### src/hw/rtl/vlps_ram.sv
// Generic single-write, single-read RAM with registered read data.
module vlps_ram #(
  parameter int WIDTH = 8,
  parameter int DEPTH = 16
) (
  input  logic                     clk,
  input  logic                     we,
  input  logic [$clog2(DEPTH)-1:0] waddr,
  input  logic [WIDTH-1:0]         wdata,
  input  logic [$clog2(DEPTH)-1:0] raddr,
  output logic [WIDTH-1:0]         rdata
);

  logic [WIDTH-1:0] mem_r [DEPTH];
  logic [WIDTH-1:0] rdata_r;

  always_ff @(posedge clk) begin
    if (we) begin
      mem_r[waddr] <= wdata;
    end
    rdata_r <= mem_r[raddr];
  end

  assign rdata = rdata_r;

endmodule

### config.mk
export PLATFORM = sky130hd
export DESIGN_NAME = vlps_ram
export DESIGN_NICKNAME = d
export VERILOG_FILES = /design/src/hw/rtl/vlps_ram.sv
export SDC_FILE = /design/constraint.sdc
export NUM_CORES = 1
export LEC_CHECK = 0
export BUFFER_PORTS_ARGS = -buffer_cell sky130_fd_sc_hd__buf_2
export CAP_MARGIN = 20
export CORE_UTILIZATION = 54
export CTS_CLUSTER_DIAMETER = 150
export DETAILED_ROUTE_END_ITERATION = 16
export GPL_ROUTABILITY_DRIVEN = 0
export PLACE_DENSITY_LB_ADDON = 0.05
export RECOVER_POWER = 50
export SYNTH_ARGS = -nofsm -noshare
export SYNTH_HDL_FRONTEND = slang
export SYNTH_SLANG_ARGS = --single-unit
### constraint.sdc
create_clock -name clk -period 1.74 [get_ports clk]
set_clock_uncertainty 0.05 [all_clocks]
set_input_delay 0.348 -clock clk [delete_from_list [all_inputs] [get_ports clk]]
set_output_delay 0.348 -clock clk [all_outputs]
set_load 0.1 [all_outputs]
==> impl_metrics.env, run 1 <==
export IMPL_status="completed"
export IMPL_cts_buffer_depth=2
export IMPL_max_freq_mhz=591.8
export IMPL_ir_drop_mv=0.7937
export IMPL_crit_type="reg2out"
export IMPL_n_fill_cell=616
export IMPL_cts_root_buf="clkbuf_8"
export IMPL_clk_latency_ns=0.51
export IMPL_final_cell_area_um2=6233
export IMPL_cpLargestDelayFamily="buffers and inverters"
export IMPL_cap_violations=0
export IMPL_async_flop_share_pct=0
export IMPL_post_dp_cell_area_um2=5643
export IMPL_setup_viol_count_final=0
export IMPL_fin_nets=313
export IMPL_synthFlopType="edfxtp_1"
export IMPL_ys_ff_latch=136
export IMPL_required_ns=1.34
export IMPL_crit_path_start_kind="flop"
export IMPL_syn_inst=229
export IMPL_r2r_slack_ns=0.30
export IMPL_drcViolationCount=0
export IMPL_hold_viol_final=0
export IMPL_p_leak_nw=2.136
export IMPL_routed_via_density=5.622
export IMPL_finalPower_mw=7.793
export IMPL_postCtsSetupBuffers=0
export IMPL_clk_pin_slew_worst_paths_ns=0.06
export IMPL_synth_fp_nets=247
export IMPL_clock_sinks=136
export IMPL_synth_area_um2=5147
export IMPL_pin_count=26
export IMPL_wl_um=9701
export IMPL_htreeDepth=4
export IMPL_hold_buffers=0
export IMPL_worstMarginPinSlew_ns=0.7207
export IMPL_p_per_area_nw_per_um2=1250
export IMPL_post_cts_resized=1
export IMPL_grt_pass1_wl_um=15320
export IMPL_overflow=0
export IMPL_grt_antenna_before_repair=0
export IMPL_postSynthAreaPerCell_um2=22.48
export IMPL_seq_area_frac_synth_pct=77.78
export IMPL_max_slew_margin_rel_pct=51.85
export IMPL_drt_iter0_drc=173
export IMPL_core_um2=9240
export IMPL_area_growth_pct=21.10
export IMPL_die_x_um=99.64
export IMPL_drtAntennaViolNets=0
export IMPL_n_antenna_cell=0
export IMPL_design_die_area_um2=9927
export IMPL_holdCritPathClass="in2reg"
export IMPL_ys_warn_count=0
export IMPL_path_max_fanout=1
export IMPL_arrival_ns=1.29
export IMPL_slowest_stage="buf_2"
export IMPL_die_h_um=99.64
export IMPL_end_kind="output port"
export IMPL_grt_max_degree=25
export IMPL_synth_cell_type_count=19
export IMPL_io_buffers=25
export IMPL_critPathBufInv=1
export IMPL_synth_edf_count=128
export IMPL_wl_per_cell_um=22.20
export IMPL_period_needed_ns=1.690
export IMPL_crit_path_cell_trace="buf_2"
export IMPL_drive_above_1_share_pct=30.84
export IMPL_numCtsBuffers=17
export IMPL_grt_setup_unrepaired="no"
export IMPL_gr_usage_all_layers_pct=22.53
export IMPL_start_util_pct=55.71
export IMPL_via_count=2457
export IMPL_dpl_hpwl_um=6257
export IMPL_cts_tree="built"
export IMPL_max_stage_delay_ns=0.44
export IMPL_period_share_pct=97.11
export IMPL_drv_slew=0
export IMPL_firstDrtPassIters=4
export IMPL_fp_row_count=35
export IMPL_grt_pass1_vias=2571
==> layer usage <==
layer | GRT usage (%) | share of wire (%) | vias to the layer above
li1 | - | - | 1109
met1 | 32.81 | 45 | 1245
met2 | 33.60 | 48 | 91
met3 | 5.060 | 5.9 | 12
met4 | 9.276 | 1.5 | 0
met5 | 0 | 0 | -
==> cell type report <==
| type | count | area (um^2) | area share, % |
|---|---|---|---|
| sequential | 136 | 4004 | 64.23 |
| multi-input combinational | 83 | 1062 | 17.04 |
| clock buffer | 20 | 425.4 | 6.825 |
| timing repair buffer | 57 | 402.9 | 6.463 |
| clock inverter | 12 | 177.7 | 2.850 |
| tap | 129 | 161.4 | 2.589 |
==> flip-flops by register name, summed over array words and instances, names as in the netlist <==
signal and count:
mem_r 128, rdata 8
==> synthesized netlist by cell type, types with 2 or more instances <==
| library cell | instances | area, um^2 |
|---|---|---|
| edfxtp_1 | 128 | 3844 |
| mux4_2 | 18 | 405.4 |
| a22oi_1 | 16 | 120.1 |
| mux4_1 | 14 | 367.9 |
| nor2_1 | 13 | 48.80 |
| nand2_1 | 9 | 33.78 |
| dfxtp_1 | 8 | 160.2 |
| nor3_1 | 4 | 20.02 |
| buf_2 | 3 | 15.01 |
| buf_6 | 3 | 33.78 |
| clkdlybuf4s25_2 | 3 | 30.03 |
| nand2b_1 | 2 | 12.51 |
| nand3b_1 | 2 | 15.01 |
==> through the flow <==
step	instances	setup WS, ns	util [%]	setup TNS [ns]	hold WS, ns
6_report	437	0.05033	67.46	0	0.3079
3_3_place_gp	405	-0.1110	61.07	-0.3778	0.6049
5_1_grt	437	0.01154	67.46	0	0.3201
2_1_floorplan	229	0.07585	-	0	0.3969
3_5_place_dp	405	-0.1190	61.07	-0.3488	0.6280
4_1_cts	437	0.02105	67.62	0	0.1609
==> worst paths after layout <==
kind	startpoint	to	depth (start not counted)
worst max-delay path	rdata[7]$_DFF_P_	rdata[7]	1
worst min-delay path	wdata[2]	mem_r[5][2]$_DFFE_PP_	1
worst min register to register	mem_r[15][1]$_DFFE_PP_	rdata[1]$_DFF_P_	3
worst max register to register	mem_r[4][1]$_DFFE_PP_	rdata[1]$_DFF_P_	3
==> power breakdown <==
| part | leakage [nW] | total, mW | switching, mW | internal [mW] |
|---|---|---|---|---|
| logic | 0.630 | 0.513 | 0.351 | 0.162 |
| clock network | 0.283 | 3.59 | 1.27 | 2.32 |
| registers | 1.22 | 3.69 | 0.0212 | 3.66 |
| total | 2.14 | 7.79 | 1.64 | 6.15 |
==> logic make-up (layout without fill, tap and decap cells) <==
group                  count (synthesis)  count (layout)  share of synthesized area (%)
multiplexers                          32              32                          15.02
flip-flops                           136             136                          77.78
AND/OR/NAND/NOR                       35              35                          3.184
AO/OA/AOI/OAI                         16              16                          2.334
buffers and inverters                 10              89                          1.677
==> cell usage in the layout (no fill, tap or decap), drive strengths merged, types with 2 or more instances in the layout <==
master,instances
edfxtp,128
buf,47
mux4,32
clkbuf,30
a22oi,16
nor2,13
nand2,9
dfxtp,8
clkinv,5
bufinv,4
nor3,4
clkinvlp,3
nand3b,2
nand2b,2
No activity file was read; power rests on OpenSTA's default activity.
==> inputs of run 2 (changes only) <==
--- a/config.mk
+++ b/config.mk
@@ -5,11 +5,11 @@
 export SDC_FILE = /design/constraint.sdc
 export NUM_CORES = 1
 export LEC_CHECK = 0
-export BUFFER_PORTS_ARGS = -buffer_cell sky130_fd_sc_hd__buf_2
 export CAP_MARGIN = 20
-export CORE_UTILIZATION = 54
+export CORE_UTILIZATION = 56
 export CTS_CLUSTER_DIAMETER = 150
 export DETAILED_ROUTE_END_ITERATION = 16
+export DONT_BUFFER_PORTS = 1
 export GPL_ROUTABILITY_DRIVEN = 0
 export PLACE_DENSITY_LB_ADDON = 0.05
 export RECOVER_POWER = 50
==> impl_metrics.env, run 2 (synthesis results as in run 1) <==
export IMPL_htreeDepth=4
export IMPL_cpLargestDelayFamily="flip-flops"
export IMPL_crit_path_start_kind="flop"
export IMPL_hold_viol_final=0
export IMPL_max_slew_margin_rel_pct=50.16
export IMPL_rr_worst_depth=3
export IMPL_holdCritPathClass="in2reg"
export IMPL_clock_sinks=136
export IMPL_tns_ns=0
export IMPL_max_freq_mhz=618.9
export IMPL_cts_buffer_depth=2
export IMPL_p_leak_nw=1.989
export IMPL_grt_setup_unrepaired="no"
export IMPL_final_cell_mix="edfxtp_1, mux4_2, clkbuf_1"
export IMPL_drive_above_1_share_pct=20.14
export IMPL_dpl_hpwl_um=6002
export IMPL_top_register="mem_r"
export IMPL_n_antenna_cell=0
export IMPL_worstMarginPinSlew_ns=0.7448
export IMPL_ir_drop_mv=0.7207
export IMPL_critPathBufInv=1
export IMPL_fin_nets=288
export IMPL_grt_antenna_before_repair=0
export IMPL_core_um2=8806
export IMPL_cts_tree="built"
export IMPL_status="finished with violations"
export IMPL_wl_um=9813
export IMPL_top_usage_layer="met2"
export IMPL_cap_violations=0
export IMPL_firstDrtPassIters=11
export IMPL_groute_layer_met2_usage_pct=33.97
export IMPL_endpoint="rdata[6]"
export IMPL_post_cts_resized=0
export IMPL_via_count=2410
export IMPL_crit_type="reg2out"
export IMPL_clk_latency_ns=0.51
export IMPL_final_cell_area_um2=6041
export IMPL_slowest_stage="dfxtp_1"
export IMPL_clk_pin_slew_worst_paths_ns=0.06
export IMPL_routed_via_density=6.164
export IMPL_r2r_start="mem_r[1][5]$_DFFE_PP_"
export IMPL_die_h_um=97.88
export IMPL_cts_root_buf="clkbuf_8"
export IMPL_drv_slew=0
export IMPL_end_kind="output port"
export IMPL_grt_max_degree=33
export IMPL_overflow=0
export IMPL_wl_per_cell_um=25.10
export IMPL_max_stage_delay_ns=0.39
export IMPL_grt_pass1_vias=2506
export IMPL_drtAntennaViolNets=0
export IMPL_grt_pass1_wl_um=14890
export IMPL_p_per_area_nw_per_um2=1321
export IMPL_r2r_slack_ns=0.25
export IMPL_area_growth_pct=17.36
export IMPL_required_ns=1.34
export IMPL_crit_start="rdata[6]$_DFF_P_"
export IMPL_arrival_ns=1.22
export IMPL_largest_reg_flops=128
export IMPL_crit_path_cell_trace="buf_4"
export IMPL_r2r_end="rdata[5]$_DFF_P_"
export IMPL_io_buffers=0
export IMPL_die_x_um=97.88
export IMPL_drcViolationCount=1
export IMPL_numCtsBuffers=17
export IMPL_start_util_pct=58.45
export IMPL_use_met3_pct=7.158
export IMPL_violations="DRC"
export IMPL_fp_row_count=34
export IMPL_drt_iter0_drc=295
export IMPL_pre_cts_ws_ns=0.2194
export IMPL_pin_count=26
export IMPL_post_dp_cell_area_um2=5381
export IMPL_use_met1_pct=32.17
export IMPL_mostFrequentLayoutCell="edfxtp_1"
export IMPL_period_needed_ns=1.616
export IMPL_gr_usage_all_layers_pct=22.64
export IMPL_design_die_area_um2=9580
export IMPL_fin_ws_ns=0.1243
export IMPL_setup_viol_count_final=0
export IMPL_path_max_fanout=1
export IMPL_worst_path_stages=1
export IMPL_period_share_pct=92.86
[run 2: through the flow]
stage          hold slack (ns)  power [mW]  instances  util, %
6_report               0.08994       7.981        391    68.60
5_1_grt                0.07193       8.197        391    68.60
4_1_cts                0.05574       8.046        391    69.34
3_5_place_dp            0.3976       4.152        351    61.11
3_3_place_gp            0.3978       4.143        351    61.11
2_1_floorplan           0.3969       4.092        229        -
[run 2: worst min path at each step]
stage                     startpoint                    end  slack [ns]  depth (start not counted)
after floorplan             wdata[0]  mem_r[0][0]$_DFFE_PP_        0.40                          0
after global placement      wdata[0]  mem_r[0][0]$_DFFE_PP_        0.40                          0
after detailed placement    wdata[3]  mem_r[9][3]$_DFFE_PP_        0.40                          0
after CTS                   raddr[1]       rdata[2]$_DFF_P_        0.06                          3
after global routing        raddr[1]       rdata[7]$_DFF_P_        0.07                          3
final                       raddr[1]       rdata[2]$_DFF_P_        0.09                          3
[run 2: repair_timing]
action	in CTS	in global routing
hold buffers	8	0
hold endpoints to repair	128	0
buffers inserted	0	0
[run 2: cell type report]
cell class,count,area [um^2]
sequential,136,4004
clock inverter,11,195.2
timing repair buffer,32,200.2
clock buffer,21,449.2
tap,108,135.1
multi-input combinational,83,1057
fill,558,2765
[run 2: power breakdown]
group,switching [mW],total (mW),internal [mW]
clock network,1.29,3.84,2.55
registers,0.0229,3.69,3.66
logic,0.305,0.450,0.145
[run 2: metal layers]
metal	wire length, um	vias up
met5	0	-
met4	125	0
met1	4361	1246
li1	-	1054
met3	663	13
met2	4662	97
==> inputs of run 3 (changes only) <==
--- a/config.mk
+++ b/config.mk
@@ -11,6 +11,7 @@
 export DETAILED_ROUTE_END_ITERATION = 16
 export DONT_BUFFER_PORTS = 1
 export GPL_ROUTABILITY_DRIVEN = 0
+export GPL_TIMING_DRIVEN = 0
 export PLACE_DENSITY_LB_ADDON = 0.05
 export RECOVER_POWER = 50
 export SYNTH_ARGS = -nofsm -noshare
==> impl_metrics.env, run 3 (synthesis results as in run 1) <==
export IMPL_pin_count=26
export IMPL_period_needed_ns=1.598
export IMPL_clk_pin_slew_worst_paths_ns=0.06
export IMPL_die_x_um=97.88
export IMPL_wl_per_cell_um=25.57
export IMPL_drive_above_1_share_pct=26.84
export IMPL_setup_viol_count_final=0
export IMPL_cpLargestDelayFamily="simple AND/OR/NAND/NOR gates"
export IMPL_end_kind="flop"
export IMPL_fp_row_count=34
export IMPL_clock_sinks=136
export IMPL_dp_cells=340
export IMPL_design_die_area_um2=9580
export IMPL_max_stage_delay_ns=0.82
export IMPL_p_leak_nw=1.971
export IMPL_worstMarginPinSlew_ns=1.058
export IMPL_numCtsBuffers=17
export IMPL_cap_violations=0
export IMPL_die_h_um=97.88
export IMPL_cts_buffer_depth=2
export IMPL_via_count=2367
export IMPL_violations="DRC"
export IMPL_core_um2=8806
export IMPL_io_buffers=0
export IMPL_slowest_stage="nor2_1"
export IMPL_fin_nets=277
export IMPL_max_freq_mhz=625.8
export IMPL_drtAntennaViolNets=0
export IMPL_grt_pass1_wl_um=15020
export IMPL_period_share_pct=91.83
export IMPL_r2r_slack_ns=0.31
export IMPL_n_fill_cell=548
export IMPL_status="finished with violations"
export IMPL_grt_max_degree=17
export IMPL_critPathBufInv=0
export IMPL_fin_cells=380
export IMPL_required_ns=1.82
export IMPL_p_per_area_nw_per_um2=1269
export IMPL_arrival_ns=1.68
export IMPL_path_max_fanout=8
export IMPL_drcViolationCount=1
export IMPL_max_slew_margin_rel_pct=29.19
export IMPL_overflow=0
export IMPL_drt_iter0_drc=247
export IMPL_ir_drop_mv=0.6943
export IMPL_largest_reg_flops=128
export IMPL_n_antenna_cell=0
export IMPL_seq_area_um2=4014
export IMPL_grt_antenna_before_repair=0
export IMPL_firstDrtPassIters=10
export IMPL_cts_tree="built"
export IMPL_cts_root_buf="clkbuf_8"
export IMPL_drv_slew=0
export IMPL_postCtsSetupBuffers=0
export IMPL_routed_via_density=6.229
export IMPL_hold_viol_final=0
export IMPL_grt_pass1_vias=2531
export IMPL_mostFrequentLayoutCell="edfxtp_1"
export IMPL_holdCritPathClass="in2reg"
export IMPL_crit_path_cell_trace="or3b_2, nor2_1"
export IMPL_wl_um=9716
export IMPL_final_cell_mix="edfxtp_1, mux4_2, a22oi_1, clkbuf_16, mux4_1"
export IMPL_final_cell_area_um2=5983
export IMPL_gr_usage_all_layers_pct=23.03
export IMPL_area_growth_pct=16.24
export IMPL_grt_setup_unrepaired="no"
export IMPL_crit_type="in2reg"
export IMPL_crit_path_start_kind="primary input"
export IMPL_top_register="mem_r"
export IMPL_tns_ns=0
export IMPL_multi_input_area_um2=1062
export IMPL_dpl_hpwl_um=6202
export IMPL_clk_latency_ns=0.51
export IMPL_post_dp_cell_area_um2=5310
export IMPL_htreeDepth=4
export IMPL_start_util_pct=58.45
==> run 3: area by class of cell <==
class,instances,area share (%)
clock inverter,15,2.823
tap,108,2.258
clock buffer,17,6.922
timing repair buffer,11,1.715
multi-input combinational,83,17.75
sequential,136,67.08
buffer,10,1.443
==> run 3: final timing paths <==
path | start | end | depth (start not counted)
min reg2reg | mem_r[5][2]$_DFFE_PP_ | rdata[2]$_DFF_P_ | 3
min | waddr[0] | mem_r[8][4]$_DFFE_PP_ | 1
max | waddr[2] | mem_r[2][3]$_DFFE_PP_ | 2
max reg2reg | mem_r[8][3]$_DFFE_PP_ | rdata[3]$_DFF_P_ | 3
==> run 3: what timing repair did <==
action | in CTS | in global routing
hold endpoints to repair | 128 | 0
endpoints found under the setup margin | 8 | 0
resized for setup | 8 | 0
hold buffers | 8 | 0
==> run 3: layer usage <==
| layer | up-vias | GRT usage (%) | wire [um] |
|---|---|---|---|
| li1 | 1034 | - | - |
| met4 | 0 | 7.459 | 105 |
| met2 | 84 | 36.02 | 5016 |
| met1 | 1237 | 31.99 | 4007 |
| met3 | 12 | 6.371 | 587 |
| met5 | - | 0 | 0 |
==> run 3: metrics by stage <==
stage / setup WS, ns / total power [mW] / hold WS (ns) / util, %
finish: 0.1422 / 7.592 / 0.05651 / 67.95
global route: 0.1067 / 7.819 / 0.03228 / 67.95
CTS: 0.1583 / 7.635 / 0.03856 / 67.95
detailed placement: -0.2950 / 4.166 / 0.3977 / 60.30
global placement: -0.3352 / 4.153 / 0.3977 / 60.05
floorplan: 0.07585 / 4.092 / 0.3969 / -
==> run 3: report_power, final <==
| part | switching [mW] | internal, mW |
|---|---|---|
| combinational | 0.169 | 0.132 |
| sequential | 0.183 | 3.67 |
| clock | 1.37 | 2.07 |
