`src/hw/rtl/vlps_pkg.sv`:
```
// Shared constants, codes and types of the variable-length packet stack.
package vlps_pkg;

  localparam int ENTRY_SLOTS  = 256;
  localparam int BUFFER_BYTES = 4096;
  localparam int MAX_PACKET   = 64;

  localparam int ENTRY_AW = $clog2(ENTRY_SLOTS);
  localparam int CNT_W    = $clog2(ENTRY_SLOTS + 1);
  localparam int BYTE_AW  = $clog2(BUFFER_BYTES);
  localparam int FILL_W   = $clog2(BUFFER_BYTES + 1);
  localparam int LEN_W    = 7;
  localparam int SES_W    = 16;

  localparam int QUEUE_DEPTH = 2;
  localparam int QPTR_W      = (QUEUE_DEPTH > 1) ? $clog2(QUEUE_DEPTH) : 1;
  localparam int QCNT_W      = $clog2(QUEUE_DEPTH + 1);

  typedef enum logic {
    CMD_PUSH = 1'b0,
    CMD_POP  = 1'b1
  } cmd_t;

  typedef enum logic {
    KIND_STATUS = 1'b0,
    KIND_BYTE   = 1'b1
  } kind_t;

  typedef enum logic [2:0] {
    ST_OK           = 3'd0,
    ST_ENTRIES_FULL = 3'd1,
    ST_BUFFER_FULL  = 3'd2,
    ST_TOO_LONG     = 3'd3,
    ST_EMPTY        = 3'd4
  } status_t;

  typedef struct packed {
    logic [BYTE_AW-1:0] offset;
    logic [LEN_W-1:0]   length;
    logic [SES_W-1:0]   session;
  } entry_t;

  localparam int ENTRY_W = $bits(entry_t);

  typedef struct packed {
    logic    is_pop;
    status_t status;
    entry_t  ent;
  } job_t;

  typedef struct packed {
    logic               we;
    logic [BYTE_AW-1:0] addr;
    logic [7:0]         data;
  } byte_wr_t;

  typedef struct packed {
    logic pop_done;
  } back_stat_t;

endpackage

```
`src/hw/rtl/vlps_back.sv`:
```
// Back end: drains queued jobs, streams popped bytes from the byte store and drives results.
module vlps_back import vlps_pkg::*; (
  input  logic               clk,
  input  logic               rst_n,
  input  logic               q_empty,
  input  job_t               q_head,
  output logic               deq,
  output logic [BYTE_AW-1:0] rd_addr,
  input  logic [7:0]         rd_data,
  output back_stat_t         back_stat,
  output logic               out_valid,
  output logic               out_kind,
  output logic [2:0]         out_status,
  output logic [7:0]         out_byte,
  output logic [SES_W-1:0]   out_session,
  output logic [LEN_W-1:0]   out_packet_length,
  output logic               out_final_res
);

  typedef enum logic {
    B_IDLE,
    B_STREAM
  } bstate_t;

  bstate_t            state_r, state_nxt;
  logic [LEN_W-1:0]   idx_r, idx_nxt;
  logic [BYTE_AW-1:0] cur_off_r, cur_off_nxt;
  logic [LEN_W-1:0]   cur_len_r, cur_len_nxt;
  logic [SES_W-1:0]   cur_ses_r, cur_ses_nxt;

  logic               s1_valid_r, s1_valid_nxt;
  kind_t              s1_kind_r, s1_kind_nxt;
  status_t            s1_status_r, s1_status_nxt;
  logic [SES_W-1:0]   s1_ses_r, s1_ses_nxt;
  logic [LEN_W-1:0]   s1_len_r, s1_len_nxt;
  logic               s1_final_r, s1_final_nxt;

  logic               out_valid_r;
  kind_t              out_kind_r;
  status_t            out_status_r;
  logic [7:0]         out_byte_r;
  logic [SES_W-1:0]   out_ses_r;
  logic [LEN_W-1:0]   out_len_r;
  logic               out_final_r;

  always_comb begin
    state_nxt          = state_r;
    idx_nxt            = idx_r;
    cur_off_nxt        = cur_off_r;
    cur_len_nxt        = cur_len_r;
    cur_ses_nxt        = cur_ses_r;
    s1_valid_nxt       = 1'b0;
    s1_kind_nxt        = KIND_STATUS;
    s1_status_nxt      = ST_OK;
    s1_ses_nxt         = cur_ses_r;
    s1_len_nxt         = cur_len_r;
    s1_final_nxt       = 1'b0;
    deq                = 1'b0;
    back_stat.pop_done = 1'b0;
    rd_addr            = cur_off_r + BYTE_AW'(idx_r);

    unique case (state_r)
      B_IDLE: begin
        if (!q_empty) begin
          deq          = 1'b1;
          s1_valid_nxt = 1'b1;
          s1_ses_nxt   = q_head.ent.session;
          s1_len_nxt   = q_head.ent.length;
          if (q_head.is_pop) begin
            rd_addr     = q_head.ent.offset;
            s1_kind_nxt = KIND_BYTE;
            cur_off_nxt = q_head.ent.offset;
            cur_len_nxt = q_head.ent.length;
            cur_ses_nxt = q_head.ent.session;
            idx_nxt     = LEN_W'(1);
            if (q_head.ent.length == LEN_W'(1)) begin
              s1_final_nxt       = 1'b1;
              back_stat.pop_done = 1'b1;
            end else begin
              state_nxt = B_STREAM;
            end
          end else begin
            s1_status_nxt = q_head.status;
            s1_final_nxt  = 1'b1;
          end
        end
      end
      B_STREAM: begin
        s1_valid_nxt = 1'b1;
        s1_kind_nxt  = KIND_BYTE;
        idx_nxt      = idx_r + 1'b1;
        if (idx_nxt == cur_len_r) begin
          s1_final_nxt       = 1'b1;
          back_stat.pop_done = 1'b1;
          state_nxt          = B_IDLE;
        end
      end
      default: begin
        state_nxt = B_IDLE;
      end
    endcase
  end

  always_ff @(posedge clk) begin
    if (!rst_n) begin
      state_r     <= B_IDLE;
      s1_valid_r  <= 1'b0;
      out_valid_r <= 1'b0;
    end else begin
      state_r     <= state_nxt;
      s1_valid_r  <= s1_valid_nxt;
      out_valid_r <= s1_valid_r;
    end
    idx_r        <= idx_nxt;
    cur_off_r    <= cur_off_nxt;
    cur_len_r    <= cur_len_nxt;
    cur_ses_r    <= cur_ses_nxt;
    s1_kind_r    <= s1_kind_nxt;
    s1_status_r  <= s1_status_nxt;
    s1_ses_r     <= s1_ses_nxt;
    s1_len_r     <= s1_len_nxt;
    s1_final_r   <= s1_final_nxt;
    out_kind_r   <= s1_kind_r;
    out_status_r <= s1_status_r;
    out_byte_r   <= (s1_kind_r == KIND_BYTE) ? rd_data : 8'd0;
    out_ses_r    <= s1_ses_r;
    out_len_r    <= s1_len_r;
    out_final_r  <= s1_final_r;
  end

  assign out_valid         = out_valid_r;
  assign out_kind          = out_kind_r;
  assign out_status        = out_status_r;
  assign out_byte          = out_byte_r;
  assign out_session       = out_ses_r;
  assign out_packet_length = out_len_r;
  assign out_final_res     = out_final_r;

endmodule

```
`config.mk`:
```
export PLATFORM = sky130hd
export DESIGN_NAME = vlps_back
export DESIGN_NICKNAME = d
export VERILOG_FILES = /design/src/hw/rtl/vlps_pkg.sv /design/src/hw/rtl/vlps_back.sv
export SDC_FILE = /design/constraint.sdc
export NUM_CORES = 1
export LEC_CHECK = 0
export ABC_AREA = 1
export BUFFER_PORTS_ARGS = -buffer_cell sky130_fd_sc_hd__buf_2
export CAP_MARGIN = 10
export CORE_ASPECT_RATIO = 1.5
export CORE_MARGIN = 2
export CORE_UTILIZATION = 42
export DETAILED_ROUTE_END_ITERATION = 10
export PLACE_DENSITY = 0.77
export SLEW_MARGIN = 20
export SYNTH_ARGS = -nofsm -noshare
export SYNTH_HDL_FRONTEND = slang
export SYNTH_SLANG_ARGS = --single-unit
```
`constraint.sdc`:
```
create_clock -name clk -period 2.3 [get_ports clk]
set_clock_uncertainty 0.05 [all_clocks]
set_input_delay 0.115 -clock clk [delete_from_list [all_inputs] [get_ports clk]]
set_output_delay 0.115 -clock clk [all_outputs]
set_load 0.005 [all_outputs]
```
==> impl_metrics.yaml, run 1 <==
detailed_routing:
  first_pass_iters: 4
  wirelength_um: 9150
  wire_per_inst_um: 13.0
  drc: 0
  vias_per_cell: 4.74
  ant_nets: 0
  drt_iter0_markers: 168
  vias: 3343
clock_network:
  cts_tree: "yes"
  cts-buffers-inserted: 9
  insertion_delay_ps: 340
  clock_path_buffers: 2
  clock_sinks: 109
  root_buffer: "clkbuf_16"
  clk_pin_slew_worst_paths_ps: 80
  cts-htree-levels: 3
synthesis:
  synth_fp_nets: 484
  ys_warn_count: 0
  yosys.area.top_type: "dfxtp_1"
  ys_seq_area_share_pct: 64.4
  synth.area.top_cells: "dfxtp_1 33%, edfxtp_1 31%, nand2_1 14%, inv_1 5.0%, nand3_1 3.6%"
  synth-seq-cells: 109
  syn_area_um2: 4040
  synthCells: 425
  syn_area_per_cell_um2: 9.51
  ys_types: 31
  yosysTopAreaCellShare_pct: 33.2
job:
  drv_cap: 0
setup_path:
  max_stage_delay_ps: 420
  cpMaxStageDelayCell: "edfxtp_1"
  cp-start-kind: "flip-flop"
  crit_fanout: 3
  path_class: "reg2out"
  arrival_ps: 2100
  worstPathRequired_ps: 2130
  crit_family: "adder cells"
  cp-end-kind: "primary output"
  worstPathCellList: "ha_2 -> inv_2 -> fa_2 -> nor2_4 -> nor2_2 -> xor2_1 -> nand2_1 -> o21ai_1 -> inv_1 -> buf_2"
  path_buf_inv: 3
place:
  dp.cells: 634
  placed_cell_area_um2: 4670
  port-buffer-count: 100
  dp_hpwl_um: 5930
  pre_cts_slack_ps: 317
  place_congestion: 0.829
timing:
  setup_viol: 0
  min_period_over_period_pct: 98.3
  worst_pin_slew_ps: 783
  finalWorstSetupSlack_ps: 39.7
  fin_crit_ps: 2260
  slew_viol_final: 0
  final_hold_viol_count: 0
  fmax_mhz: 442
  rsz0062_at_grt: "true"
  relSlewSlack_pct: 47.5
die:
  die_area_um2: 10400
  row_count: 43
  core_um2: 9310
  start_util_pct: 43.4
  die_width_um: 84.1
  fp.dieH_um: 124
  ios: 101
final_layout:
  area_growth_pct: 39.0
  drive_above_1_share_pct: 25.8
  diodes: 0
  nets: 648
  layout.cells.non_filler: 706
  final_area_um2: 5620
power_and_ir_drop:
  leakagePower_nw: 2.72
  power_density_nw_per_um2: 760
  max-vdd-ir-drop_uv: 575
global_routing:
  grt.overflow.total: 0
  grt_max_degree: 33
  grt_pass1_vias: 3209
  grt_pass1_wl_um: 14200
  grtUsageTotal_pct: 17.3
  antenna_found_initial: 0
min_path:
  hold_path_class: "in2reg"
status:
  status: "finished, final reports clean"
[final timing paths]
path	from	end	slack [ps]	depth (start not counted)
setup / recovery	idx_r[0]$_SDFFCE_PN1P_	rd_addr[4]	40	10
setup reg to reg	idx_r[3]$_SDFFCE_PN0P_	state_r$_SDFF_PN0_	620	8
hold / removal	q_head[38]	s1_kind_r$_DFF_P_	170	3
hold reg to reg	s1_len_r[1]$_DFF_P_	out_packet_length[1]$_DFF_P_	280	0
[state kept, by name, indices dropped and copies added, names as in the netlist, 8 cells and up]
register     count
cur_off_r       12
s1_ses_r        16
cur_ses_r       16
out_byte         8
out_session     16
[cell families (layout without fill, tap and decap cells)]
family                     after synthesis  in the layout  share of synthesized area [%]
and+or+nand+nor                        217            217                           22.6
buffers and inverters                   63            232                           6.22
xor gates and xnor gates                 3              3                          0.650
adders and majority gates                9              9                           2.97
DFF                                    109            109                           64.4
AOI/OAI and AO/OA                       24             24                           3.10
[per-stage QoR]
| stage | setup TNS [ps] | util (%) | total power, mW | hold slack, ps |
|---|---|---|---|---|
| finish | 0 | 60.3 | 4.27 | 171 |
| global route | -307 | 60.3 | 4.45 | 178 |
| CTS | 0 | 58.7 | 4.25 | 165 |
| detailed placement | 0 | 50.2 | 2.69 | 247 |
| global placement | 0 | 50.2 | 2.68 | 245 |
| floorplan | 0 | - | 2.49 | 158 |
[final cells by class]
type	instances	area, um^2
clock buffer	10	239
clock inverter	6	55.1
fill	778	3690
inverter	56	213
multi-input combinational	253	1290
sequential	109	2600
tap	112	140
timing repair buffer	160	1070
[worst reg2reg max path, cell delays in order, from the launching register on]
cell,delay (ps)
edfxtp_1,410
buf_4,170
nand2_1,60
nor2_1,210
nand3_1,160
nand3_1,120
nand2_1,70
nor2_1,200
a21oi_1,100
[repair_timing]
item	CTS	global route
hold buffers	48	0
endpoints found under the setup margin	3	9
gates resized for setup	2	21
buffers inserted	2	6
hold endpoints to repair	72	0
pin swaps	0	14
[metal layers]
| layer | track usage [%] | vias to the layer above | part of all wire [%] |
|---|---|---|---|
| met3 | 3.38 | 18 | 4.4 |
| met5 | 0 | - | 0 |
| met1 | 18.5 | 1534 | 40 |
| li1 | - | 1679 | - |
| met2 | 32.2 | 112 | 53 |
| met4 | 8.67 | 0 | 2.5 |
[cell usage in the layout, fill, tap and decap left out, types with 2 or more instances in the layout]
cell	n
nor2_2	4
nor2_1	20
a21oi_2	2
nand2_2	2
a21oi_1	5
inv_1	52
nand2_1	144
o21ai_0	11
dfxtp_1	67
inv_8	2
buf_4	11
nand3b_1	2
buf_2	100
xor2_1	2
inv_2	3
ha_4	5
nor2_4	2
nand4_1	5
o21ai_1	4
clkbuf_16	9
edfxtp_1	42
or2_0	3
nand3_1	28
clkinvlp_4	2
dlygate4sd3_1	48
clkinv_4	2
ha_1	2
[synthesized netlist by cell type (all sizes together)]
cell	number
a21boi	1
a21oi	7
and2	1
buf	4
clkbuf	3
dfxtp	67
edfxtp	42
fa	1
ha	8
inv	56
nand2	146
nand3	29
nand3b	2
nand4	5
nor2	27
nor3	1
nor3b	1
o211ai	1
o21ai	15
or2	5
xnor2	1
xor2	2
[power by group]
part	total, mW	internal (mW)	switching [mW]	leakage, nW
logic	0.576	0.277	0.300	1.63
clock network	1.50	0.783	0.712	0.139
registers	2.20	2.14	0.0530	0.956
Note: power is estimated with default switching activity, not from simulation.
==> inputs of run 2 (changes only) <==
- ABC_AREA: 1 -> not set
- PLACE_DENSITY: 0.77 -> 0.78
==> run 2 against run 1 <==
Combinational power shrank 3%. Die area decreased by 6.0%. Sequential power hardly changed. Worst hold slack got worse by 160 ps. Global-route usage is 0.45 points higher. First-iteration DRC count down 51%. Non-clock buffer count rose by 2.
==> impl_metrics.yaml, run 2 <==
final_layout:
  nets: 496
  diodes: 0
  nFillCells: 650
  drive_above_1_share_pct: 39.6
  final_cell_mix: "100 x buf_2, 67 x dfxtp_1, 48 x dlygate4sd3_1, 42 x edfxtp_1, 22 x mux2_2"
  final_common_cell: "buf_2"
  final_area_um2: 5440
  area_growth_pct: 43.6
setup_path:
  max_stage_delay_ps: 430
  path_buf_inv: 1
  rr_worst_depth: 8
  r2r-start: "idx_r[1]$_SDFFCE_PN0P_"
  crit_family: "compound AO/OA/AOI/OAI gates"
  worstPathCellList: "ha_1 -> a21o_1 -> a21oi_4 -> o31ai_4 -> a31o_2 -> a31oi_1 -> buf_2"
  ff2ff_setup_slack_ps: 410
  crit_fanout: 4
  cpMaxStageDelayCell: "edfxtp_1"
  path_class: "reg2out"
  r2r-end: "state_r$_SDFF_PN0_"
  worstPathRequired_ps: 2130
  cp-end-kind: "primary output"
  arrival_ps: 2110
  cp-start-kind: "flip-flop"
power_and_ir_drop:
  p_sw_share_pct: 22.3
  power_density_nw_per_um2: 813
  max-vdd-ir-drop_uv: 530
  power_frac_clock_pct: 37.9
  intPower_mw: 3.43
  power_mw: 4.42
  power_frac_comb_pct: 12.7
  p_sw_uw: 986
  seq_power_share_pct: 49.5
  leakagePower_nw: 2.32
clock_network:
  clock_path_buffers: 2
  clock_sinks: 109
  insertion_delay_ps: 340
  clk_pin_slew_worst_paths_ps: 70
  cts-buffers-inserted: 9
  cts-htree-levels: 3
  root_buffer: "clkbuf_16"
  cts_tree: "yes"
global_routing:
  grt_pass1_vias: 2751
  grt_pass1_wl_um: 12900
  grt.overflow.total: 0
  grt_max_degree: 30
  grtUsageTotal_pct: 17.7
  antenna_found_initial: 0
place:
  place_congestion: 0.781
  port-buffer-count: 100
  pre_cts_slack_ps: 274
  dp_hpwl_um: 5130
  placed_cell_area_um2: 4450
synthesis:
  ys_seq_area_share_pct: 68.7
  synthTopCellsByCount: "67 x dfxtp_1, 42 x edfxtp_1, 22 x mux2_2"
  synth_fp_nets: 327
  synth.most_common_cell: "dfxtp_1"
  synth_edf_count: 42
  synthCells: 268
  synthArstFlopShare_pct: 0
  synth.area.top_cells: "dfxtp_1 35%, edfxtp_1 33%, mux2_2 6.5%, xnor2_1 2.8%, ha_1 2.6%"
  ys_warn_count: 0
  synth-seq-cells: 109
  yosys.area.top_type: "dfxtp_1"
  yosysTopAreaCellShare_pct: 35.4
  syn_area_um2: 3790
  ys_types: 41
  yosys_most_used_dff: "dfxtp_1"
  syn_area_per_cell_um2: 14.1
timing:
  holdWs_ps: 9.34
  setup_viol: 0
  setup_tns_ps: 0
  relSlewSlack_pct: 50.8
  worst_pin_slew_ps: 733
  final_hold_viol_count: 0
  finalWorstSetupSlack_ps: 20.7
  fmax_mhz: 439
  slew_viol_final: 0
  min_period_over_period_pct: 99.1
  fin_crit_ps: 2280
  rsz0062_at_grt: "true"
detailed_routing:
  vias: 2622
  first_pass_iters: 6
  wirelength_um: 8260
  vias_per_cell: 4.75
  drc: 0
  drt_iter0_markers: 83
  wire_per_inst_um: 15.0
  ant_nets: 0
die:
  die_width_um: 81.5
  core_um2: 8780
  fp.dieH_um: 120
  ios: 101
  die_area_um2: 9810
  start_util_pct: 43.1
  row_count: 42
job:
  drv_cap: 0
min_path:
  hp-start: "q_head[38]"
  hold_path_class: "in2reg"
  holdPathEnd: "s1_final_r$_DFF_P_"
  whs_path_depth: 4
status:
  status: "finished, final reports clean"
run 2: cell types whose count changed after synthesis, sizes merged, moves of 4 or more:
cell	previous run	this run
a21oi	7	12
and2	1	12
and3	0	4
inv	56	8
mux2	0	22
nand2	146	19
nand3	29	3
nor2	27	14
o21ai	15	11
or2	5	0
xnor2	1	13
run 2: timing repair:
item,4_1_cts,5_1_grt
endpoints found under the hold margin,73,0
endpoints found under the setup margin,5,8
pin swaps,4,17
gates resized for setup,9,12
hold buffers,48,0
buffers inserted,3,5
run 2: cell type report:
type	count	area [um^2]	share of cell area (%)
multi-input combinational	147	1240	22.9
clock inverter	4	58.8	1.08
tap	110	138	2.53
clock buffer	12	278	5.11
timing repair buffer	162	1090	20.0
sequential	109	2600	47.9
inverter	8	30.0	0.552
run 2: worst max-delay path by stage:
stage | from | to | slack [ps] | depth (start not counted)
after floorplan | idx_r[0]$_SDFFCE_PN1P_ | rd_addr[8] | 440 | 8
after global placement | idx_r[0]$_SDFFCE_PN1P_ | rd_addr[8] | 310 | 9
after detailed placement | idx_r[0]$_SDFFCE_PN1P_ | rd_addr[8] | 270 | 9
after CTS | idx_r[4]$_SDFFCE_PN0P_ | rd_addr[9] | 2 | 7
after global routing | idx_r[1]$_SDFFCE_PN0P_ | rd_addr[9] | -70 | 7
final | idx_r[1]$_SDFFCE_PN0P_ | rd_addr[9] | 20 | 7
run 2: kinds of logic after synthesis:
group / after synthesis / synth area share [%]
muxes: 23 / 6.81
xor gates and xnor gates: 19 / 5.68
AOI/OAI and AO/OA: 35 / 6.21
and+or+nand+nor: 61 / 8.06
buffers and inverters: 12 / 1.32
DFF: 109 / 68.7
adders and majority gates: 9 / 3.17
run 2: per-stage QoR:
stage / utilization (%) / std cells
floorplan: - / 268
global placement: 50.7 / 480
detailed placement: 50.7 / 480
CTS: 61.1 / 547
global route: 61.9 / 552
finish: 61.9 / 552
run 2: worst register-to-register path: stages (launching register included):
cell      delay (ps)
edfxtp_1         430
buf_4            180
ha_4             290
xnor2_2          110
nand3_1          100
a211oi_2         230
nand4b_2         130
buf_4            150
o2111a_1         130
run 2: routing by layer:
metal	GRT usage [%]	routed length (um)	vias to the layer above	share of wire (%)
met1	19.7	3280	1222	40
li1	-	-	1287	-
met4	8.69	271	0	3.3
met2	30.7	4290	91	52
met3	4.40	421	22	5.1
met5	0	0	-	0
run 2: power by group through the flow:
stage                     registers [mW]  clock network (mW)  logic, mW
after floorplan                     2.23                   0      0.239
after global placement              2.22                   0      0.427
after detailed placement            2.23                   0      0.437
after CTS                           2.19                1.72      0.531
after global routing                2.20                1.80      0.610
final                               2.18                1.67      0.559
