File: src/hw/rtl/vlps_pkg.sv
// Shared constants, codes and types of the variable-length packet stack.
package vlps_pkg;

  localparam int ENTRY_SLOTS  = 256;
  localparam int BUFFER_BYTES = 4096;
  localparam int MAX_PACKET   = 64;

  localparam int ENTRY_AW = $clog2(ENTRY_SLOTS);
  localparam int CNT_W    = $clog2(ENTRY_SLOTS + 1);
  localparam int BYTE_AW  = $clog2(BUFFER_BYTES);
  localparam int FILL_W   = $clog2(BUFFER_BYTES + 1);
  localparam int LEN_W    = 7;
  localparam int SES_W    = 16;

  localparam int QUEUE_DEPTH = 2;
  localparam int QPTR_W      = (QUEUE_DEPTH > 1) ? $clog2(QUEUE_DEPTH) : 1;
  localparam int QCNT_W      = $clog2(QUEUE_DEPTH + 1);

  typedef enum logic {
    CMD_PUSH = 1'b0,
    CMD_POP  = 1'b1
  } cmd_t;

  typedef enum logic {
    KIND_STATUS = 1'b0,
    KIND_BYTE   = 1'b1
  } kind_t;

  typedef enum logic [2:0] {
    ST_OK           = 3'd0,
    ST_ENTRIES_FULL = 3'd1,
    ST_BUFFER_FULL  = 3'd2,
    ST_TOO_LONG     = 3'd3,
    ST_EMPTY        = 3'd4
  } status_t;

  typedef struct packed {
    logic [BYTE_AW-1:0] offset;
    logic [LEN_W-1:0]   length;
    logic [SES_W-1:0]   session;
  } entry_t;

  localparam int ENTRY_W = $bits(entry_t);

  typedef struct packed {
    logic    is_pop;
    status_t status;
    entry_t  ent;
  } job_t;

  typedef struct packed {
    logic               we;
    logic [BYTE_AW-1:0] addr;
    logic [7:0]         data;
  } byte_wr_t;

  typedef struct packed {
    logic pop_done;
  } back_stat_t;

endpackage

File: src/hw/rtl/vlps_queue.sv
// Short job queue between the request front end and the result back end.
module vlps_queue import vlps_pkg::*; (
  input  logic clk,
  input  logic rst_n,
  input  logic enq,
  input  job_t enq_job,
  input  logic deq,
  output job_t head,
  output logic full,
  output logic empty
);

  job_t              mem_r [QUEUE_DEPTH];
  logic [QPTR_W-1:0] wptr_r, wptr_nxt;
  logic [QPTR_W-1:0] rptr_r, rptr_nxt;
  logic [QCNT_W-1:0] count_r, count_nxt;

  function automatic logic [QPTR_W-1:0] ptr_inc(input logic [QPTR_W-1:0] p);
    logic [QPTR_W-1:0] r;
    if (p == QPTR_W'(QUEUE_DEPTH - 1)) begin
      r = '0;
    end else begin
      r = p + 1'b1;
    end
    return r;
  endfunction

  always_comb begin
    wptr_nxt  = enq ? ptr_inc(wptr_r) : wptr_r;
    rptr_nxt  = deq ? ptr_inc(rptr_r) : rptr_r;
    count_nxt = count_r;
    if (enq && !deq) begin
      count_nxt = count_r + 1'b1;
    end else if (deq && !enq) begin
      count_nxt = count_r - 1'b1;
    end
  end

  always_ff @(posedge clk) begin
    if (!rst_n) begin
      wptr_r  <= '0;
      rptr_r  <= '0;
      count_r <= '0;
    end else begin
      wptr_r  <= wptr_nxt;
      rptr_r  <= rptr_nxt;
      count_r <= count_nxt;
    end
  end

  always_ff @(posedge clk) begin
    if (enq) begin
      mem_r[wptr_r] <= enq_job;
    end
  end

  assign head  = mem_r[rptr_r];
  assign full  = (count_r == QCNT_W'(QUEUE_DEPTH));
  assign empty = (count_r == '0);

endmodule

File: config.mk
export PLATFORM = sky130hd
export DESIGN_NAME = vlps_queue
export DESIGN_NICKNAME = d
export VERILOG_FILES = /design/src/hw/rtl/vlps_pkg.sv /design/src/hw/rtl/vlps_queue.sv
export SDC_FILE = /design/constraint.sdc
export NUM_CORES = 1
export LEC_CHECK = 0
export BUFFER_PORTS_ARGS = -buffer_cell sky130_fd_sc_hd__buf_2
export CORE_ASPECT_RATIO = 0.6
export CORE_MARGIN = 2
export CORE_UTILIZATION = 55
export DETAILED_ROUTE_END_ITERATION = 10
export HOLD_SLACK_MARGIN = 0.05
export PLACE_DENSITY = 0.83
export SKIP_LAST_GASP = 1
export SYNTH_ARGS = -nofsm -noshare
export SYNTH_HDL_FRONTEND = slang
export SYNTH_SLANG_ARGS = --single-unit
File: constraint.sdc
create_clock -name clk -period 5.4 [get_ports clk]
set_input_delay 0.81 -clock clk [delete_from_list [all_inputs] [get_ports clk]]
set_output_delay 0.81 -clock clk [all_outputs]
set_load 0.01 [all_outputs]
==> results by group, run 1 <==
Status
  • Status: finished, final reports clean

Job
  • Number of maximum-capacitance constraint violations: 0

Yosys
  • Mapped cell area: 3029 µm²
  • Count of synthesis-stage warnings from yosys: 0
  • Distinct cell type count after synthesis: 18
  • Post-synthesis sequential element count: 83
  • Sequential share of the synthesized area: 0.8063
  • Post-Syn Nets: 187
  • Cell count after synthesis: 143
  • Mean instance size in the synthesized netlist: 21.18 µm²

Worst setup path
  • Max stage delay cell, worst path: sky130_fd_sc_hd__dfxtp_2
  • Worst endpoint required time: 4590 ps
  • Capturing element type of the critical path: output pin
  • Buffers plus inverters on the worst setup path: 1
  • Sort of element at the start of the critical path: flop
  • Family with the most delay on the worst path: flip-flops
  • Maximum fanout along the worst path: 39
  • Worst Path Class, Setup: flop to output pin
  • Data arrival, critical path: 1850 ps
  • Crit path largest cell delay: 930 ps
  • Crit path cell chain: mux2_2 -> buf_2

Placement
  • Placement Setup Slack: 3065 ps
  • I/O Buffers: 83
  • Placed instance count: 288
  • DP HPWL: 3.075 mm
  • Weighted congestion at the end of routability-driven global placement: 0.7189

STA
  • Period utilization: 0.4931
  • Shortest clock period the worst path allows after layout: 2663 ps
  • Unrepaired setup endpoints after global routing: false
  • Crit path setup slack, layout: 2737 ps
  • Final clock skew: 8.600 ps
  • Setup-failing EPs final: 0
  • Hold Vio Cnt, Final: 0
  • Achievable frequency: 375.5 MHz
  • Least-Margin Pin Slew: 1125 ps
  • Worst slew margin relative to its limit: 0.2482
  • Number of pins with negative max-slew slack in the final report: 0
  • Total negative setup slack: 0 ps

Cells and area
  • Share of final-layout standard cells stronger than drive strength 1: 0.5882
  • Number of standard cells in the layout, taps in and fillers out: 304
  • FILL cells: 335
  • Area growth from synthesis to layout: 21.89%
  • Number of antenna repair diodes: 0
  • Total number of nets in the final design: 277

Power
  • Net switching fraction of the power: 0.2175
  • Clock power share: 0.314
  • Design Power: 1.306 mW
  • Logic gate share of total power: 0.102
  • Power density relative to cell area: 353.6 nW/µm²
  • Leak pwr: 1.404 nW
  • Internal power summed over all cells: 1.022 mW
  • Proportion of power drawn by flip-flops and latches: 0.584
  • Net load switching power: 283.9 µW
  • Max VDD drop: 0.2284 mV

Routing
  • Drt first pass iters: 4
  • Wire length per cell after detailed routing: 15.93 µm
  • Routed Antenna Nets: 0
  • Wirelength, routed: 4.842 mm
  • Vias after detailed routing: 1537
  • Routed via count divided by cell count: 5.056
  • Post-route DRC: 0
  • Initial DRC count: 60

Clock network
  • Sinks on Clock Net: 83
  • CTS H-tree depth: 3
  • Number of buffers inserted during clock tree synthesis: 9
  • Clock transition at the registers of the reported paths: 70 ps
  • Root Buffer: sky130_fd_sc_hd__clkbuf_8
  • TritonCTS clock tree: done
  • Clock network latency to the later pin of the worst-skew pair: 340 ps
  • # hold bufs at CTS: 0
  • Count of buffers added by post-CTS timing repair for setup: 0
  • Longest Clk Path Bufs: 2
  • Number of resized instances in the post-cts repair step: 0

Die
  • Ports placed on the boundary: 84
  • Die width: 99.81 µm
  • Initial core utilization: 0.5848
  • DIE AREA: 6137 µm²
  • DIE HEIGHT: 61.49 µm
  • Count of standard-cell rows: 20
  • Core box area: 5180 µm²

Global route
  • Number of antenna violations at the first check in global routing: 0
  • Overall routing resource usage: 0.1715
  • First-pass GRT wire length: 7.431 mm
  • Via count of the first global-routing pass: 1534
  • Pin count of the biggest net entering global routing: 41
  • Overflow after GRT: 0

Worst hold path
  • Path class of the lowest-slack min-delay path: flop to flop
==> per-layer routing <==
| metal | track usage | routed length, µm | share of wire |
|---|---|---|---|
| met4 | 0.05284 | 21 | 0.0043 |
| met5 | 0 | 0 | 0 |
| met1 | 0.2236 | 2270 | 0.47 |
| met3 | 0.08400 | 409 | 0.084 |
| met2 | 0.2606 | 2140 | 0.44 |
==> kinds of logic (layout without fill, tap and decap cells) <==
family	Yosys count	count (layout)	synth area share
XOR/XNOR	3	3	0.008676
AO/OA/AOI/OAI	3	3	0.006609
AND/OR/NAND/NOR	9	9	0.01859
adder cells (fa/ha/maj)	1	1	0.004130
buffers and inverters	5	100	0.01074
multiplexers	39	39	0.1450
flip-flops	83	83	0.8063
==> cell usage in the layout (no fill, tap or decap), drive strengths merged, types with 2 or more instances in the layout <==
| cell | Yosys | layout |
|---|---|---|
| and2 | 4 | 4 |
| buf | 4 | 83 |
| clkbuf | 0 | 10 |
| clkinv | 0 | 4 |
| dfxtp | 5 | 5 |
| edfxtp | 78 | 78 |
| mux2 | 39 | 39 |
| nor2b | 2 | 2 |
| xor2 | 2 | 2 |
==> state kept, by name, summed over array words and instances (netlist names), named ones only <==
name     cells
wptr_r       1
count_r      2
mem_r       78
rptr_r       1
==> worst paths after layout <==
kind	start	endpoint	slack (ps)	depth (start not counted)
hold reg to reg	count_r[1]	count_r[1]	510	2
setup / recovery	flop	head[9]	2740	2
setup reg to reg	wptr_r	mem_r[0][4]	3790	1
hold / removal	count_r[1]	count_r[1]	510	2
==> power groups by stage <==
stage               clock network, mW  logic [mW]  registers [mW]
finish                          0.410       0.133           0.763
global route                    0.445       0.146           0.767
CTS                             0.419       0.135           0.763
detailed placement                  0       0.134           0.778
global placement                    0       0.131           0.776
floorplan                           0      0.0870           0.764
==> final cells by class <==
cell class	count	area, µm²	share of cell area
repair buffers	83	415.4	0.1125
clock inverters	6	56.30	0.01525
well taps	66	82.58	0.02237
multi-input cells	55	563.0	0.1525
inverters	1	3.754	0.001017
flip-flops and latches	83	2444	0.6618
clock buffers	10	127.6	0.03456
==> Yosys cell counts, drive strengths merged <==
cell,count,area share
or3,1,0.0021
and2,4,0.0083
inv,1,0.0012
mux2,39,0.14
xnor2,1,0.0029
edfxtp,78,0.77
a21boi,1,0.0025
and2b,1,0.0029
o21a,1,0.0025
o21ai,1,0.0017
nor2b,2,0.0041
buf,4,0.0095
dfxtp,5,0.033
xor2,2,0.0058
nor2,1,0.0012
ha,1,0.0041
==> tightest hold or removal path, stage by stage, from the launching register on <==
cell	delay, ps
sky130_fd_sc_hd__dfxtp_1	330
sky130_fd_sc_hd__o21ai_0	80
sky130_fd_sc_hd__a21boi_1	60
==> metrics by stage <==
stage | hold slack [ps] | cell area [µm²] | util
after floorplan | 466.2 | 3029 | -
after CTS | 512.8 | 3692 | 0.7128
after global placement | 482.3 | 3508 | 0.6773
final | 508.3 | 3692 | 0.7128
after global routing | 562.7 | 3692 | 0.7128
after detailed placement | 500.1 | 3508 | 0.6773
No activity file was read; power rests on OpenSTA's default activity.
==> inputs of run 2 (changes only) <==
--- a/config.mk
+++ b/config.mk
@@ -8,10 +8,10 @@
 export BUFFER_PORTS_ARGS = -buffer_cell sky130_fd_sc_hd__buf_2
 export CORE_ASPECT_RATIO = 0.6
 export CORE_MARGIN = 2
-export CORE_UTILIZATION = 55
+export CORE_UTILIZATION = 51
 export DETAILED_ROUTE_END_ITERATION = 10
 export HOLD_SLACK_MARGIN = 0.05
-export PLACE_DENSITY = 0.83
+export PLACE_DENSITY = 0.78
 export SKIP_LAST_GASP = 1
 export SYNTH_ARGS = -nofsm -noshare
 export SYNTH_HDL_FRONTEND = slang
==> constraint.sdc (replaced) <==
create_clock -name clk -period 2.48 [get_ports clk]
set_input_delay 0.372 -clock clk [delete_from_list [all_inputs] [get_ports clk]]
set_output_delay 0.372 -clock clk [all_outputs]
set_load 0.01 [all_outputs]
==> results by group, run 2 (synthesized netlist as in run 1, its figures left out) <==
Worst setup path
  • R2r startpoint: wptr_r
  • Crit path cell chain: buf_4 -> mux2_2 -> buf_2
  • Worst endpoint required time: 2110 ps (-2480 ps)
  • Worst Path Class, Setup: flop to output pin
  • Maximum fanout along the worst path: 19 (-51%)
  • Worst flop-to-flop path endpoint: mem_r[1][8]
  • Reg2Reg Setup Slack: 1090 ps (-2700 ps)
  • Reg2Reg Depth: 2 (+1)
  • Capture point of the critical path: head[17]
  • Capturing element type of the critical path: output pin
  • Data arrival, critical path: 1790 ps (-60 ps)
  • Crit path largest cell delay: 630 ps (-300 ps)
  • Sort of element at the start of the critical path: flop
  • Max stage delay cell, worst path: sky130_fd_sc_hd__dfxtp_2

Die
  • Initial core utilization: 0.5362 (-0.04857)
  • Ports placed on the boundary: 84 (unchanged)
  • DIE HEIGHT: 63.70 µm (+3.6%)
  • Count of standard-cell rows: 21 (+5.0%)
  • Die width: 103.5 µm (+3.7%)
  • DIE AREA: 6592 µm² (+7.4%)
  • Core box area: 5649 µm² (+9.1%)

STA
  • Final clock skew: 10.09 ps (+1.495 ps)
  • Hold Vio Cnt, Final: 0 (unchanged)
  • Unrepaired setup endpoints after global routing: false
  • Setup-failing EPs final: 0 (unchanged)
  • Total negative setup slack: 0 ps (unchanged)
  • Period utilization: 0.8717
  • Worst slew margin relative to its limit: 0.6843 (+0.4361)
  • Number of pins with negative max-slew slack in the final report: 0 (unchanged)
  • Achievable frequency: 462.6 MHz
  • Least-Margin Pin Slew: 473.6 ps (-651.7 ps)
  • Hold WS: 222.8 ps (-285.5 ps)
  • Crit path setup slack, layout: 318.1 ps (-2419 ps)
  • Shortest clock period the worst path allows after layout: 2162 ps

Cells and area
  • FILL cells: 397 (+19%)
  • Most used cells in the layout excluding fill and tap cells: sky130_fd_sc_hd__buf_2 (83), sky130_fd_sc_hd__edfxtp_1 (78), sky130_fd_sc_hd__mux2_2 (39), sky130_fd_sc_hd__clkbuf_8 (9)
  • Share of final-layout standard cells stronger than drive strength 1: 0.5934 (+0.005126)
  • Leading cell type in the layout, fill and taps excluded: sky130_fd_sc_hd__buf_2
  • Fin area: 3747 µm² (+1.5%)
  • Total number of nets in the final design: 282 (+1.8%)
  • Top reg by flops: mem_r
  • Largest registers in the final layout: mem_r: 78 flops, count_r: 2 flops
  • Flip-flop count of the largest register, all copies and words added: 78 (unchanged)
  • Number of antenna repair diodes: 0 (unchanged)
  • Area growth from synthesis to layout: 23.71%
  • Number of standard cells in the layout, taps in and fillers out: 321 (+5.6%)
  • Core Util, Final: 0.6633 (-0.04946)

Clock network
  • Sinks on Clock Net: 83 (unchanged)
  • Root Buffer: sky130_fd_sc_hd__clkbuf_8
  • TritonCTS clock tree: done
  • Number of buffers inserted during clock tree synthesis: 9 (unchanged)
  • Longest Clk Path Bufs: 2 (unchanged)
  • CTS H-tree depth: 3 (unchanged)
  • Clock network latency to the later pin of the worst-skew pair: 330 ps (about the same)
  • Clock transition at the registers of the reported paths: 70 ps (about the same)
  • # hold bufs at CTS: 0 (unchanged)
  • Count of buffers added by post-CTS timing repair for setup: 0 (unchanged)
  • Number of resized instances in the post-cts repair step: 0 (unchanged)

Placement
  • DP HPWL: 3.430 mm (+12%)
  • Placement Setup Slack: 640.1 ps (-2425 ps)
  • Weighted congestion at the end of routability-driven global placement: 0.7169 (-0.28%)
  • Placed instance count: 307 (+6.6%)
  • Post-placement cell area: 3576 µm² (+1.9%)
  • I/O Buffers: 83 (unchanged)

Routing
  • Post-route DRC: 0 (unchanged)
  • Vias after detailed routing: 1542 (+0.33%)
  • Initial DRC count: 51 (-15%)
  • Wirelength, routed: 4.923 mm (+1.7%)
  • Wire length per cell after detailed routing: 15.34 µm (-3.7%)
  • Drt first pass iters: 4 (unchanged)
  • Routed Antenna Nets: 0 (unchanged)
  • Routed via count divided by cell count: 4.804 (-5.0%)

Worst hold path
  • Path class of the lowest-slack min-delay path: input port to flop

Power
  • Leak pwr: 1.428 nW (+1.7%)
  • Power density relative to cell area: 752.8 nW/µm² (+110%)
  • Design Power: 2.821 mW (+120%)
  • Max VDD drop: 0.4077 mV (+79%)

Global route
  • Overflow after GRT: 0 (unchanged)
  • Overall routing resource usage: 0.1623 (-0.009148)
  • Via count of the first global-routing pass: 1595 (+4.0%)
  • Number of antenna violations at the first check in global routing: 0 (unchanged)
  • Pin count of the biggest net entering global routing: 24 (-41%)
  • First-pass GRT wire length: 7.700 mm (+3.6%)

Status
  • Status: finished, final reports clean

Job
  • Number of maximum-capacitance constraint violations: 0 (unchanged)
==> run 2: cell types whose count changed in the layout (fill, tap and decap cells not counted) <==
cell,change
sky130_fd_sc_hd__buf_12,+1
sky130_fd_sc_hd__buf_4,+4
sky130_fd_sc_hd__clkinvlp_4,-1
sky130_fd_sc_hd__clkinv_2,-1
==> run 2: power by group <==
part	internal, mW	switching, mW
Sequential	1.61	0.0324
Combinational	0.162	0.154
Clock	0.448	0.411
==> run 2: critical path, delay by kind of cell (launching register included) <==
family / cells / cell delay, ps
multiplexers: 1 / 380
flip-flops: 1 / 630
buffers and inverters: 2 / 450
==> run 2: cell type report <==
cell class	count	area, µm²	share of cell area
clock buffer	10	127.6	0.03406
tap	80	100.1	0.02671
clock inverter	4	43.79	0.01169
multi-input combinational	55	563.0	0.1503
sequential	83	2444	0.6521
timing repair buffer	88	465.4	0.1242
inverter	1	3.754	0.001002
==> run 2: worst min-delay path by stage <==
stage           startpoint            to  slack [ps]  cells past startpoint
2_1_floorplan   count_r[1]    count_r[1]         470                      2
3_5_place_dp    count_r[1]    count_r[1]         500                      2
3_3_place_gp    count_r[1]    count_r[1]         490                      2
6_report       enq_job[21]  mem_r[1][21]         220                      1
4_1_cts        enq_job[21]  mem_r[1][21]         200                      1
5_1_grt        enq_job[29]  mem_r[1][29]         190                      1
==> run 2: per-layer routing <==
metal  vias up  track usage  routed length, µm
met5         -            0                  0
met4         0      0.02467                  0
met3         0      0.08546                461
met2        59       0.2516               2205
met1       742       0.2090               2257
li1        741            -                  -
==> inputs of run 3 (changes only) <==
--- a/config.mk
+++ b/config.mk
@@ -7,7 +7,6 @@
 export LEC_CHECK = 0
 export BUFFER_PORTS_ARGS = -buffer_cell sky130_fd_sc_hd__buf_2
 export CORE_ASPECT_RATIO = 0.6
-export CORE_MARGIN = 2
 export CORE_UTILIZATION = 51
 export DETAILED_ROUTE_END_ITERATION = 10
 export HOLD_SLACK_MARGIN = 0.05
==> results by group, run 3 (synthesized netlist as in run 1, its figures left out) <==
Status
  • Status: finished, final reports clean

Global route
  • M1 GR Usage: 0.1953 (-0.01375)
  • Overall routing resource usage: 0.1619 (-0.0004226)
  • Overflow after GRT: 0 (unchanged)
  • GR met3 Demand/Resource: 0.08277 (-0.002687)
  • Most congested layer reported by global routing: met2
  • Via count of the first global-routing pass: 1493 (-6.4%)
  • Number of antenna violations at the first check in global routing: 0 (unchanged)
  • Pin count of the biggest net entering global routing: 36 (+50%)
  • Met2 Track Usage GR: 0.2585 (+0.006890)
  • First-pass GRT wire length: 7.086 mm (-8.0%)

Power
  • Net load switching power: 638.2 µW (+6.9%)
  • Net switching fraction of the power: 0.2215 (+0.009820)
  • Design Power: 2.881 mW (+2.1%)
  • Proportion of power drawn by flip-flops and latches: 0.568 (-0.016)
  • Leak pwr: 1.430 nW (+0.12%)
  • Power density relative to cell area: 763.8 nW/µm² (+1.5%)
  • Max VDD drop: 0.5098 mV (+25%)
  • Logic gate share of total power: 0.113 (about the same)
  • Internal power summed over all cells: 2.243 mW (+0.87%)
  • Clock power share: 0.319 (+0.015)

Worst setup path
  • Reg2Reg Depth: 2 (unchanged)
  • Worst Path Class, Setup: flop to output pin
  • Maximum fanout along the worst path: 35 (+16)
  • Worst endpoint required time: 2110 ps (about the same)
  • Capturing element type of the critical path: output pin
  • Worst flop-to-flop path endpoint: mem_r[1][6]
  • Reg2Reg Setup Slack: 1090 ps (about the same)
  • Data arrival, critical path: 1500 ps (-290 ps)
  • Sort of element at the start of the critical path: flop
  • R2r startpoint: wptr_r

STA
  • Hold Vio Cnt, Final: 0 (unchanged)
  • Shortest clock period the worst path allows after layout: 1873 ps (-289.0 ps)
  • Final clock skew: 17.54 ps (+7.441 ps)
  • Achievable frequency: 533.9 MHz (+15%)
  • Worst slew margin relative to its limit: 0.6842 (about the same)
  • Least-Margin Pin Slew: 473.8 ps (+0.1891 ps)
  • Setup-failing EPs final: 0 (unchanged)
  • Period utilization: 0.7552 (-0.1165)
  • Number of pins with negative max-slew slack in the final report: 0 (unchanged)
  • Total negative setup slack: 0 ps (unchanged)
  • Unrepaired setup endpoints after global routing: false
  • Hold WS: 221.1 ps (-1.712 ps)

Cells and area
  • Top reg by flops: mem_r
  • Leading cell type in the layout, fill and taps excluded: sky130_fd_sc_hd__buf_2
  • Largest registers in the final layout: mem_r: 78 flops, count_r: 2 flops
  • Core Util, Final: 0.6678 (+0.004430)
  • FILL cells: 403 (+1.5%)
  • Number of antenna repair diodes: 0 (unchanged)
  • Area growth from synthesis to layout: 24.54%
  • Most used cells in the layout excluding fill and tap cells: sky130_fd_sc_hd__buf_2 (83), sky130_fd_sc_hd__edfxtp_1 (78), sky130_fd_sc_hd__mux2_2 (39), sky130_fd_sc_hd__clkbuf_8 (9), sky130_fd_sc_hd__dfxtp_1 (4)
  • Share of final-layout standard cells stronger than drive strength 1: 0.5992 (+0.005813)
  • Total number of nets in the final design: 281 (-0.35%)
  • Flip-flop count of the largest register, all copies and words added: 78 (unchanged)

Die
  • Ports placed on the boundary: 84 (unchanged)
  • Core box area: 5649 µm² (unchanged)
  • DIE AREA: 6262 µm² (-5.0%)
  • Initial core utilization: 0.5362 (unchanged)
  • Count of standard-cell rows: 21 (unchanged)
  • Die width: 101.5 µm (-1.9%)
  • DIE HEIGHT: 61.70 µm (-3.1%)

Clock network
  • Number of resized instances in the post-cts repair step: 0 (unchanged)
  • CTS H-tree depth: 3 (unchanged)
  • TritonCTS clock tree: done
  • Count of buffers added by post-CTS timing repair for setup: 0 (unchanged)
  • Clock network latency to the later pin of the worst-skew pair: 330 ps (about the same)
  • Sinks on Clock Net: 83 (unchanged)
  • Number of buffers inserted during clock tree synthesis: 9 (unchanged)
  • Clock transition at the registers of the reported paths: 90 ps (+20 ps)
  • Root Buffer: sky130_fd_sc_hd__clkbuf_8
  • Longest Clk Path Bufs: 2 (unchanged)
  • # hold bufs at CTS: 0 (unchanged)

Routing
  • Vias after detailed routing: 1555 (+0.84%)
  • Routed via count divided by cell count: 4.829 (+0.53%)
  • Routed Antenna Nets: 0 (unchanged)
  • Wire length per cell after detailed routing: 14.89 µm (-2.9%)
  • Initial DRC count: 57 (+12%)
  • Post-route DRC: 0 (unchanged)
  • Drt first pass iters: 4 (unchanged)
  • Wirelength, routed: 4.794 mm (-2.6%)

Job
  • Number of maximum-capacitance constraint violations: 0 (unchanged)

Placement
  • Weighted congestion at the end of routability-driven global placement: 0.6501 (-9.3%)
  • DP HPWL: 3.239 mm (-5.6%)
  • I/O Buffers: 83 (unchanged)

Worst hold path
  • Hold worst-path end: mem_r[1][27]
  • Hold path depth: 1 (unchanged)
  • Path class of the lowest-slack min-delay path: input port to flop
  • Hold wc startpoint: enq_job[27]
==> run 3: changes by cell type in the layout (fill, tap and decap cells not counted) <==
| cell | previous run | this run |
|---|---|---|
| sky130_fd_sc_hd__buf_12 | 1 | 2 |
| sky130_fd_sc_hd__clkinvlp_4 | 0 | 2 |
| sky130_fd_sc_hd__buf_4 | 4 | 2 |
| sky130_fd_sc_hd__inv_6 | 0 | 1 |
| sky130_fd_sc_hd__clkinv_1 | 1 | 0 |
==> run 3: routing by layer <==
metal  share of wire  vias to the layer above
met1            0.44                      754
met4               0                        0
met5               0                        -
met2            0.47                       59
li1                -                      742
met3           0.088                        0
==> run 3: worst max path at each step <==
| stage | to | cells past startpoint |
|---|---|---|
| global placement | head[37] | 3 |
| CTS | head[37] | 3 |
| finish | head[37] | 3 |
| detailed placement | head[37] | 3 |
| global route | head[37] | 3 |
| floorplan | mem_r[0][0] | 1 |
==> run 3: final cells by class <==
cell class / instances / area [µm²] / share of cell area
clock buffer: 10 / 127.6 / 0.03383
clock inverter: 6 / 63.81 / 0.01692
inverter: 1 / 3.754 / 0.0009950
multi-input combinational: 55 / 563.0 / 0.1493
sequential: 83 / 2444 / 0.6478
tap: 80 / 100.1 / 0.02653
timing repair buffer: 87 / 470.5 / 0.1247
==> run 3: power groups by stage <==
stage / clock [mW] / sequential (mW) / combinational, mW
2_1_floorplan: 0 / 1.66 / 0.190
3_3_place_gp: 0 / 1.67 / 0.321
3_5_place_dp: 0 / 1.67 / 0.330
4_1_cts: 0.935 / 1.64 / 0.332
5_1_grt: 1.01 / 1.64 / 0.357
6_report: 0.919 / 1.64 / 0.325
==> run 3: worst max-delay path, stage by stage (launching register included) <==
cell,delay (ps)
sky130_fd_sc_hd__dfxtp_2,400
sky130_fd_sc_hd__buf_12,230
sky130_fd_sc_hd__mux2_2,370
sky130_fd_sc_hd__buf_2,150
==> run 3: stage by stage <==
| step | instances | setup slack [ps] | area [µm²] |
|---|---|---|---|
| 3_5_place_dp | 306 | 956.6 | 3581 |
| 5_1_grt | 322 | 529.2 | 3772 |
| 3_3_place_gp | 306 | 976.7 | 3581 |
| 2_1_floorplan | 143 | 628.4 | 3032 |
| 4_1_cts | 322 | 585.2 | 3772 |
| 6_report | 322 | 607.1 | 3772 |
